==> config.mk <==
export PLATFORM = sky130hd
export DESIGN_NAME = ibci_int_lane
export DESIGN_NICKNAME = d
export VERILOG_FILES = /design/src/rtl/core/ibci_pkg.sv /design/src/rtl/core/ibci_int_lane.sv
export SDC_FILE = /design/constraint.sdc
export NUM_CORES = 1
export LEC_CHECK = 0
export BUFFER_PORTS_ARGS = -buffer_cell sky130_fd_sc_hd__buf_2
export CAP_MARGIN = 20
export CORE_ASPECT_RATIO = 1.1
export CORE_MARGIN = 1.5
export CORE_UTILIZATION = 40
export DETAILED_ROUTE_END_ITERATION = 8
export PLACE_DENSITY_LB_ADDON = 0.3
export SETUP_SLACK_MARGIN = 0.3
export SYNTH_ARGS = -nofsm -noshare
export SYNTH_HDL_FRONTEND = slang
export SYNTH_SLANG_ARGS = --single-unit
export TNS_END_PERCENT = 10
==> constraint.sdc <==
create_clock -name aclk -period 16.3 [get_ports aclk]
set_input_delay 0.815 -clock aclk [delete_from_list [all_inputs] [get_ports aclk]]
set_output_delay 0.815 -clock aclk [all_outputs]
set_load 0.005 [all_outputs]
==> src/rtl/core/ibci_pkg.sv <==
`timescale 1ns / 1ps
// ----------------------------------------------------------------------------
// ibci_pkg
// Shared constants and types for the IMU bias calibration and angle
// integration core.
// ----------------------------------------------------------------------------
package ibci_pkg;

    localparam int CAL_SAMPLES = 1000;

    localparam int SMP_W   = 16;
    localparam int GRAV_W  = 15;
    localparam int DT_W    = 16;
    localparam int CNT_W   = 10;
    localparam int SUM_W   = 32;
    localparam int ANG_W   = 48;
    localparam int PROD_W  = SMP_W + DT_W + 1;
    localparam int DCNT_W  = 2;

    // |sum| <= CAL_SAMPLES * 65535 < 2^MAG_W; with the rounded-up reciprocal
    // the error term stays below 2^RECIP_SH, so the quotient is exact
    localparam int MAG_W    = 27;
    localparam int RECIP_SH = MAG_W + 10;
    localparam int RECIP_W  = RECIP_SH - $clog2(CAL_SAMPLES) + 2;
    localparam int RPROD_W  = MAG_W + RECIP_W;
    localparam int QUO_W    = RPROD_W - RECIP_SH;
    localparam logic [RECIP_W-1:0] RECIP =
        RECIP_W'(((64'd1 << RECIP_SH) + 64'(CAL_SAMPLES - 1)) / 64'(CAL_SAMPLES));

    localparam int CFG_IDX_W = 8;
    localparam int CFG_DAT_W = 16;

    localparam logic [CFG_IDX_W-1:0] REG_GRAVITY    = CFG_IDX_W'(0);
    localparam logic [CFG_IDX_W-1:0] REG_DEFAULT_DT = CFG_IDX_W'(1);

    localparam logic [GRAV_W-1:0] GRAVITY_RST = GRAV_W'(16384);
    localparam logic [DT_W-1:0]   DT_RST      = DT_W'(10);

    typedef struct packed {
        logic sum_en;
        logic div_start;
        logic div_step;
        logic div_done;
    } cal_ctl_t;

endpackage

==> src/rtl/core/ibci_int_lane.sv <==
`timescale 1ns / 1ps
// ----------------------------------------------------------------------------
// ibci_int_lane
// One axis: registered rate times dt product, then saturating 48-bit
// angle accumulation.
// ----------------------------------------------------------------------------
module ibci_int_lane
    import ibci_pkg::*;
(
    input  logic                    aclk,
    input  logic                    aresetn,
    input  logic                    load1,
    input  logic                    load2,
    input  logic signed [SMP_W-1:0] rate,
    input  logic [DT_W-1:0]         dt,
    output logic signed [ANG_W-1:0] angle
);

    localparam logic signed [ANG_W-1:0] ANG_MAX = {1'b0, {(ANG_W-1){1'b1}}};
    localparam logic signed [ANG_W-1:0] ANG_MIN = {1'b1, {(ANG_W-1){1'b0}}};

    logic signed [PROD_W-1:0] prod_reg, prod_next;
    logic signed [ANG_W-1:0]  acc_reg, acc_next;
    logic signed [ANG_W:0]    acc_sum;

    assign prod_next = $signed(rate) * $signed({1'b0, dt});
    assign acc_sum   = {acc_reg[ANG_W-1], acc_reg}
                     + {{(ANG_W+1-PROD_W){prod_reg[PROD_W-1]}}, prod_reg};

    always_comb begin
        acc_next = acc_reg;
        if (load2) begin
            if (acc_sum[ANG_W] != acc_sum[ANG_W-1]) begin
                acc_next = acc_sum[ANG_W] ? ANG_MIN : ANG_MAX;
            end else begin
                acc_next = acc_sum[ANG_W-1:0];
            end
        end
    end

    always_ff @(posedge aclk) begin
        if (!aresetn) begin
            acc_reg <= '0;
        end else begin
            acc_reg <= acc_next;
        end
        if (load1) begin
            prod_reg <= prod_next;
        end
    end

    assign angle = acc_reg;

endmodule

==> results.json <==
{
  "netlist_area_mm2": 0.01469,
  "cp_data_required_time_ns": 16.38,
  "synth_top_area_share_pct": 26.58,
  "async_flop_share_pct": 0,
  "dr.pass1.iters": 5,
  "avgViaCountPerCell": 5.218,
  "cts_sinks": 81,
  "maxClockFrequency_mhz": 140.5,
  "worst_pin_slew_ns": 0.8708,
  "drt_iter0_markers": 660,
  "grt_usage_pct": 19.78,
  "fin_skew_ns": 0.009582,
  "cts_root_buf": "clkbuf_16",
  "finalCritPeriodShare_pct": 43.66,
  "slew_viol_final": 0,
  "antenna_found_initial": 0,
  "grt_first_pass_wirelength_um": 60090,
  "post-route-drc-count": 0,
  "startpoint_type": "input pin",
  "clkTransAtPathRegs_ns": 0.06,
  "place_ws_ns": 8.798,
  "clock_latency_ns": 0.35,
  "grt_pass1_vias": 11880,
  "grt_max_degree": 80,
  "whs_path_depth": 2,
  "final_antenna_net_count": 0,
  "rows": 73,
  "synthCells": 1699,
  "n_antenna_cell": 0,
  "dp_cells": 2194,
  "cp.arrival_ns": 7.20,
  "dr_wl_met2_um": 17330,
  "setup_viol": 0,
  "ys_seq_area_share_pct": 13.29,
  "layout_setup_ws_ns": 9.183,
  "num_io_pins": 84,
  "finalNonFillerCells": 2210,
  "utilization_pct": 43.55,
  "holdBufCountCts": 0,
  "start_util_pct": 40.61,
  "synth_common_cells": "inv_1 (266), fa_1 (195), ha_1 (170)",
  "cts_tree": "yes",
  "cellPowerDensity_mw_per_mm2": 238.2,
  "largest_reg_flops": 48,
  "ys_types": 67,
  "synth_top_cell_by_area": "fa_1",
  "critPathCaptureType": "flop",
  "irDropWorstVdd_uv": 131.8,
  "dp_hpwl_um": 29130,
  "synth_top_flop_cell": "dfxtp_1",
  "nNetsFinal": 2119,
  "wl_met3_um": 1327,
  "cts_max_level": 3,
  "io_buffers": 83,
  "fp.dieH_um": 204.0,
  "synth.area.top_cells": "fa_1 (27%), ha_1 (14%), inv_1 (6.8%)",
  "fin_tns_setup_ns": 0,
  "status": "finished clean",
  "path_class": "input pin to flop",
  "rsz0062_at_grt": "no",
  "drive_gt1_share_pct": 7.951,
  "syn_nets": 2100,
  "cts_setup_buffers": 0,
  "syn2layout_area_growth_pct": 7.241,
  "ctsResizeCount": 0,
  "crit_fanout": 16,
  "period_minus_slack_ns": 7.117,
  "top_layer": "met4",
  "synth_edf_count": 33,
  "yosysMostFrequentCell": "inv_1",
  "wl_met1_um": 16930,
  "die_area_mm2": 0.03788,
  "die_x_um": 185.7,
  "cts_buffer_depth": 2,
  "finalWirelength_um": 36180,
  "finalHoldViolCount": 0,
  "slew-limit-headroom_pct": 41.66,
  "max_cap_violations": 0,
  "avgRoutedWirePerCell_um": 16.37,
  "min_path_type": "flop to flop",
  "finalPower_mw": 3.752,
  "ys_warn_count": 0,
  "leakagePower_nw": 7.700,
  "yosys_register_bits": 81,
  "reg2reg_depth": 13,
  "avgSynthCellArea_um2": 8.645,
  "core_area_mm2": 0.03617,
  "numCtsBuffers": 9,
  "grt_remaining_overflow": 0,
  "place.gp.congestion": 0.8811,
  "num_vias": 11530
}
## cell families after synthesis
| group | synth area share, % |
|---|---|
| DFF | 13.29 |
| xor gates and xnor gates | 4.285 |
| and+or+nand+nor | 14.37 |
| muxes | 0.1448 |
| AOI/OAI and AO/OA | 15.86 |
| adders and majority gates | 42.99 |
| buffers and inverters | 9.055 |
## cell usage in the layout, fill, tap and decap left out, drive strengths merged, types with 5 or more instances in the layout
master / count
nand3: 14
and3: 8
nand2b: 17
o31ai: 5
ha: 170
inv: 267
nand4: 15
edfxtp: 33
nor3: 17
a21o: 39
maj3: 26
o211ai: 8
nor2: 51
dfxtp: 48
nor2b: 6
a21boi: 6
a211oi: 11
clkbuf: 11
fa: 195
and2: 122
a31oi: 12
o21bai: 17
a21oi: 137
xor2: 14
o21ai: 101
o21a: 11
buf: 88
nand2: 168
xnor2: 57
## power by group
group / leakage, nW / total (mW) / switching, mW / internal (mW)
sequential: 0.722 / 0.457 / 0.0541 / 0.403
combinational: 6.83 / 3.07 / 1.74 / 1.34
clock: 0.150 / 0.220 / 0.0858 / 0.134
## metrics by stage
step	hold slack, ns	area, um^2
floorplan	0.5002	14690
detailed placement	0.5513	15440
global placement	0.5296	15440
finish	0.5499	15750
CTS	0.5599	15750
global route	0.5866	15750
## critical path: stages
cell	delay [ns]
buf_2	0.31
nand2_1	0.14
fa_1	0.52
fa_1	0.53
fa_1	0.51
inv_1	0.05
fa_1	0.48
fa_1	0.50
inv_1	0.05
fa_1	0.47
inv_1	0.04
ha_1	0.33
a21o_1	0.20
a21o_1	0.18
a21o_1	0.19
nor3_1	0.14
a21oi_1	0.20
a221o_1	0.44
a311oi_2	0.38
o21ai_0	0.19
o41ai_1	0.37
xnor2_1	0.13
## final timing paths
path | from | end | slack (ns)
max | dt[12] | prod_reg[32] | 9.18
max reg2reg | prod_reg[0] | angle[41] | 12.08
min reg2reg | angle[8] | angle[8] | 0.55
min | angle[8] | angle[8] | 0.55
## routing by layer
layer  global-route usage [%]  vias up
met5                        0        -
met4                    4.349        0
met3                    1.800       39
met2                    34.39      277
met1                    26.55     5599
li1                         -     5617
## layout make-up
type                            instances  area (um^2)
Multi-Input combinational cell       1271        11420
Sequential cell                        81         1952
Timing Repair Buffer                   88        452.9
Inverter                              267         1002
Clock inverter                          5        81.33
Fill cell                            3605        20420
Clock buffer                           11        232.7
Tap cell                              487        609.3
(Power assumes the default switching activity.)
