**src/rtl/core/ibci_pkg.sv**
```systemverilog
`timescale 1ns / 1ps
// ----------------------------------------------------------------------------
// ibci_pkg
// Shared constants and types for the IMU bias calibration and angle
// integration core.
// ----------------------------------------------------------------------------
package ibci_pkg;

    localparam int CAL_SAMPLES = 1000;

    localparam int SMP_W   = 16;
    localparam int GRAV_W  = 15;
    localparam int DT_W    = 16;
    localparam int CNT_W   = 10;
    localparam int SUM_W   = 32;
    localparam int ANG_W   = 48;
    localparam int PROD_W  = SMP_W + DT_W + 1;
    localparam int DCNT_W  = 2;

    // |sum| <= CAL_SAMPLES * 65535 < 2^MAG_W; with the rounded-up reciprocal
    // the error term stays below 2^RECIP_SH, so the quotient is exact
    localparam int MAG_W    = 27;
    localparam int RECIP_SH = MAG_W + 10;
    localparam int RECIP_W  = RECIP_SH - $clog2(CAL_SAMPLES) + 2;
    localparam int RPROD_W  = MAG_W + RECIP_W;
    localparam int QUO_W    = RPROD_W - RECIP_SH;
    localparam logic [RECIP_W-1:0] RECIP =
        RECIP_W'(((64'd1 << RECIP_SH) + 64'(CAL_SAMPLES - 1)) / 64'(CAL_SAMPLES));

    localparam int CFG_IDX_W = 8;
    localparam int CFG_DAT_W = 16;

    localparam logic [CFG_IDX_W-1:0] REG_GRAVITY    = CFG_IDX_W'(0);
    localparam logic [CFG_IDX_W-1:0] REG_DEFAULT_DT = CFG_IDX_W'(1);

    localparam logic [GRAV_W-1:0] GRAVITY_RST = GRAV_W'(16384);
    localparam logic [DT_W-1:0]   DT_RST      = DT_W'(10);

    typedef struct packed {
        logic sum_en;
        logic div_start;
        logic div_step;
        logic div_done;
    } cal_ctl_t;

endpackage

```
**src/rtl/core/ibci_cal_lane.sv**
```systemverilog
`timescale 1ns / 1ps
// ----------------------------------------------------------------------------
// ibci_cal_lane
// One axis: calibration sum, mean by reciprocal multiplication (magnitude,
// multiply, sign), and offset removal with 16-bit wrap.
// ----------------------------------------------------------------------------
module ibci_cal_lane
    import ibci_pkg::*;
(
    input  logic                    aclk,
    input  logic                    aresetn,
    input  cal_ctl_t                ctl,
    input  logic signed [SMP_W-1:0] raw,
    input  logic [GRAV_W-1:0]       bias_sub,
    output logic signed [SMP_W-1:0] corr
);

    logic signed [SUM_W-1:0] sum_reg, sum_next;
    logic [MAG_W-1:0]        mag_reg, mag_next;
    logic [QUO_W-1:0]        quo_reg, quo_next;
    logic                    neg_reg, neg_next;
    logic [SMP_W-1:0]        offset_reg, offset_next;
    logic [MAG_W-1:0]        sum_mag;
    logic [RPROD_W-1:0]      prod;
    logic [QUO_W-1:0]        quo_signed;

    assign sum_mag    = MAG_W'(sum_reg[SUM_W-1] ? -sum_reg : sum_reg);
    assign prod       = RPROD_W'(mag_reg) * RPROD_W'(RECIP);
    assign quo_signed = neg_reg ? (~quo_reg + QUO_W'(1)) : quo_reg;

    always_comb begin
        sum_next    = sum_reg;
        mag_next    = mag_reg;
        quo_next    = quo_reg;
        neg_next    = neg_reg;
        offset_next = offset_reg;
        if (ctl.sum_en) begin
            sum_next = sum_reg + SUM_W'(raw) - SUM_W'({1'b0, bias_sub});
        end
        if (ctl.div_start) begin
            mag_next = sum_mag;
            neg_next = sum_reg[SUM_W-1];
        end
        if (ctl.div_step) begin
            quo_next = prod[RPROD_W-1:RECIP_SH];
        end
        if (ctl.div_done) begin
            offset_next = quo_signed[SMP_W-1:0];
        end
    end

    always_ff @(posedge aclk) begin
        if (!aresetn) begin
            sum_reg    <= '0;
            offset_reg <= '0;
        end else begin
            sum_reg    <= sum_next;
            offset_reg <= offset_next;
        end
        mag_reg <= mag_next;
        quo_reg <= quo_next;
        neg_reg <= neg_next;
    end

    assign corr = raw - $signed(offset_reg);

endmodule

```
**config.mk**
```make
export PLATFORM = sky130hd
export DESIGN_NAME = ibci_cal_lane
export DESIGN_NICKNAME = d
export VERILOG_FILES = /design/src/rtl/core/ibci_pkg.sv /design/src/rtl/core/ibci_cal_lane.sv
export SDC_FILE = /design/constraint.sdc
export NUM_CORES = 1
export LEC_CHECK = 0
export BUFFER_PORTS_ARGS = -buffer_cell sky130_fd_sc_hd__clkbuf_2
export CORE_ASPECT_RATIO = 0.5
export CORE_UTILIZATION = 55
export CTS_CLUSTER_DIAMETER = 60
export CTS_CLUSTER_SIZE = 20
export DETAILED_ROUTE_END_ITERATION = 8
export PLACE_DENSITY_LB_ADDON = 0.2
export SYNTH_ARGS = -nofsm -noshare
export SYNTH_HDL_FRONTEND = slang
export SYNTH_SLANG_ARGS = --single-unit
export TNS_END_PERCENT = 1
```
**constraint.sdc**
```tcl
create_clock -name aclk -period 7.3 [get_ports aclk]
set_input_delay 0.365 -clock aclk [delete_from_list [all_inputs] [get_ports aclk]]
set_output_delay 0.365 -clock aclk [all_outputs]
set_load 0.005 [all_outputs]
```
==> results.md <==
* Storage cell area at 0.00228 sq mm
* Initial antenna violation count at 0
* Detailed Route WL at a little over 40000 um
* CTS buffer count at 9
* Xor/xnor share of the synthesized area at 0.0461
* Area growth syn-to-layout at 5.82%
* Largest net degree at the start of global routing at 39
* Hpwl dp at ~37000 um
* Synthesized net count at between 2000 and 3000
* Critical Path AT at between 6 and 7 ns
* Synth warnings at 0
* Detailed Routing Iterations Pass 1 at 5
* H-tree levels at 3
* Final min period at roughly 6.5 ns
* Root Buffer: clkbuf_16
* Post-CTS Hold Buffers at 0
* Layout cells sized above 1 at 0.0519
* Prevailing post-synth register cell: dfxtp_1
* Worst-path fanout max at 8
* Worst-path clk slew at 0.08 ns
* Post-layout util at 0.604
* Congestion Overflow GR at 0
* Synth unique cells at 70
* Post_cts resized at 0
* Max FFs per register at 32
* GRT Resource Usage Total at 0.268
* Outcome: finished, final reports clean
* Io pins at between 50 and 60
* First-pass GRT wire length at between 60000 and 70000 um
* CTS tree: yes
* Period utilization at 0.895
* CP Capture Type: flop
* Critical Path Source Type: flop
* GP Congestion at 0.960
* Clk buf depth at 2
* # Post-CTS Setup Buffers at 0
* Largest family of logic cells by synthesized area: adder cells
* Data required time of the critical path at approximately 7.4 ns
* Final ANT Viol Nets at 0
* Post-Place Cells at 2333
* Starting Density at 0.571
* Final Setup Violations at 0
* Die area at roughly 0.033 sq mm
* Vias in the first global route at ~13000
* Routed vias/inst at 5.26
* Die Ht at approximately 130 um
* Post-synthesis sequential area ratio at 0.129
* #FFs+latches synth at 92
* IO Port Bufs at 52
* Worst clock skew at around 0.013 ns
* Slew headroom at 0.354
* Area of the multi-input gates at approximately 0.013 sq mm
* Unrepaired setup endpoints after global routing: false
* Post-route DRC violation count at 0
* Clock Latency Late Sink at around 0.37 ns
* Ant diodes at 0
* Area share of fa/ha/maj cells after synthesis at 0.521
* Number of flops mapped to enable cells by yosys at between 40 and 50
* Row cnt at 45
* Iteration-0 DRC Markers at ~700
* Setup TNS Final at 0 ns
* Final #Nets at 2549
* Asr flop ratio synth at 0
* Max Cap Viol at 0
* Pins Over Slew Limit at 0
* Cells after synthesis at 1874
* Post-Syn Area at 0.0177 sq mm
* Mux contribution to synthesized area at 0.0121
* Simple-gate area share of the yosys netlist at 0.0735
* CTS Sinks at 92
* FILL cells at approximately 2700
* Hold Crit Class: in2reg
* DR WL/cell at 17.7 um
* CP Class: reg2reg
* Fmax at between 0.15 and 0.2 GHz
* Mean post-synth cell area at roughly 9.4 sq um
* Vias post-DR at around 12000
* Synth Area in Compound Gates at 0.0984
* Slew @ Worst Pin at a little under 1 ns
* Die X at approximately 260 um
* Core area at approximately 0.031 sq mm
* Post-Layout Cell Count at about 2300
* Final number of hold-violating endpoints at 0
[kinds of logic after synthesis]
family	Yosys count
flip-flops	92
adder cells (fa/ha/maj)	591
AO/OA/AOI/OAI	247
multiplexers	21
AND/OR/NAND/NOR	270
XOR/XNOR	93
buffers and inverters	560
[layer usage]
layer,vias to the layer above,global-route usage,share of wire
met4,0,0.0751,0.025
met3,51,0.0567,0.059
met1,5976,0.356,0.46
met2,236,0.445,0.45
li1,6100,-,-
met5,-,0,0
[through the flow]
stage | hold WS (ns) | instance area, sq um | worst slack (ns)
floorplan | 0.406 | 17700 | 1.46
global placement | 0.465 | 18400 | 0.929
detailed placement | 0.475 | 18400 | 0.798
CTS | 0.418 | 18700 | 0.775
global route | 0.439 | 18700 | 0.523
finish | 0.422 | 18700 | 0.763
[worst paths after layout]
| check | startpoint | endpoint | slack [ns] | cells past startpoint |
|---|---|---|---|---|
| max | mag_reg[14]$_DFFE_PP_ | quo_reg[15]$_DFFE_PP_ | 0.76 | 21 |
| min | raw[0] | sum_reg[0]$_SDFFE_PN0P_ | 0.42 | 4 |
| max reg2reg | mag_reg[14]$_DFFE_PP_ | quo_reg[15]$_DFFE_PP_ | 0.76 | 21 |
| min reg2reg | sum_reg[28]$_SDFFE_PN0P_ | sum_reg[28]$_SDFFE_PN0P_ | 0.48 | 2 |
[cells in the final DEF (no fill, tap or decap), types with 3 or more instances in the layout]
cell type / n
a211o_1: 3
a211oi_1: 28
a211oi_2: 4
a21o_1: 31
a21oi_1: 55
a21oi_2: 3
a31oi_1: 8
and3_1: 7
buf_4: 3
clkbuf_16: 9
clkbuf_2: 53
dfxtp_1: 48
edfxtp_1: 44
fa_1: 241
ha_1: 350
inv_1: 540
mux2i_1: 18
nand2_1: 59
nand2b_1: 4
nand3_1: 31
nand4_1: 17
nand4b_1: 3
nor2_1: 89
nor2_2: 3
nor2b_1: 11
nor3_1: 17
nor3b_1: 3
o211ai_1: 8
o21a_1: 10
o21ai_0: 33
o21ai_1: 11
o21bai_1: 11
o31ai_1: 12
o41ai_1: 3
or3_1: 13
or4_1: 3
xnor2_1: 66
xor2_1: 27
[cells in the mapped netlist, drive strengths merged, types with 4 or more instances]
| cell type | count | area, sq um |
|---|---|---|
| xnor2 | 66 | 578 |
| a21o | 31 | 233 |
| nor2 | 92 | 353 |
| nand3 | 32 | 165 |
| o21ai | 44 | 220 |
| or3 | 13 | 81.3 |
| nor2b | 11 | 68.8 |
| clkbuf | 16 | 60.1 |
| o21bai | 11 | 82.6 |
| or4 | 4 | 33.8 |
| o211ai | 8 | 60.1 |
| nand4 | 18 | 119 |
| inv | 540 | 2030 |
| nand2 | 60 | 228 |
| o31ai | 15 | 145 |
| a21oi | 58 | 302 |
| nor3 | 17 | 85.1 |
| nand2b | 5 | 38.8 |
| dfxtp | 48 | 961 |
| edfxtp | 44 | 1320 |
| o21a | 10 | 75.1 |
| xor2 | 27 | 236 |
| a211oi | 33 | 280 |
| o41ai | 5 | 58.8 |
| a31oi | 8 | 50.1 |
| ha | 350 | 4380 |
| fa | 241 | 4820 |
| and3 | 7 | 43.8 |
| mux2i | 18 | 180 |
[critical path, stage by stage, from the launching register on]
cell       delay, ns
edfxtp_1        0.62
ha_1            0.49
ha_1            0.22
inv_1           0.08
fa_1            0.56
inv_1           0.06
fa_1            0.47
fa_1            0.52
fa_1            0.55
inv_1           0.06
fa_1            0.54
inv_1           0.04
ha_1            0.33
nand4_1         0.17
nor3_1          0.33
o31a_1          0.21
o2111ai_2       0.19
nand3_2         0.19
a211oi_4        0.10
o31ai_2         0.31
a21oi_2         0.10
xnor2_1         0.13
[layout make-up]
cell class	instances	share of cell area
clock buffers	10	0.0123
clock inverters	6	0.00315
inverters	541	0.109
multi-input cells	1222	0.710
flip-flops and latches	92	0.122
well taps	423	0.0283
repair buffers	55	0.0151
Power is not shown: default switching activity piles up to over one toggle a cycle in this logic, so the estimate is an artifact.
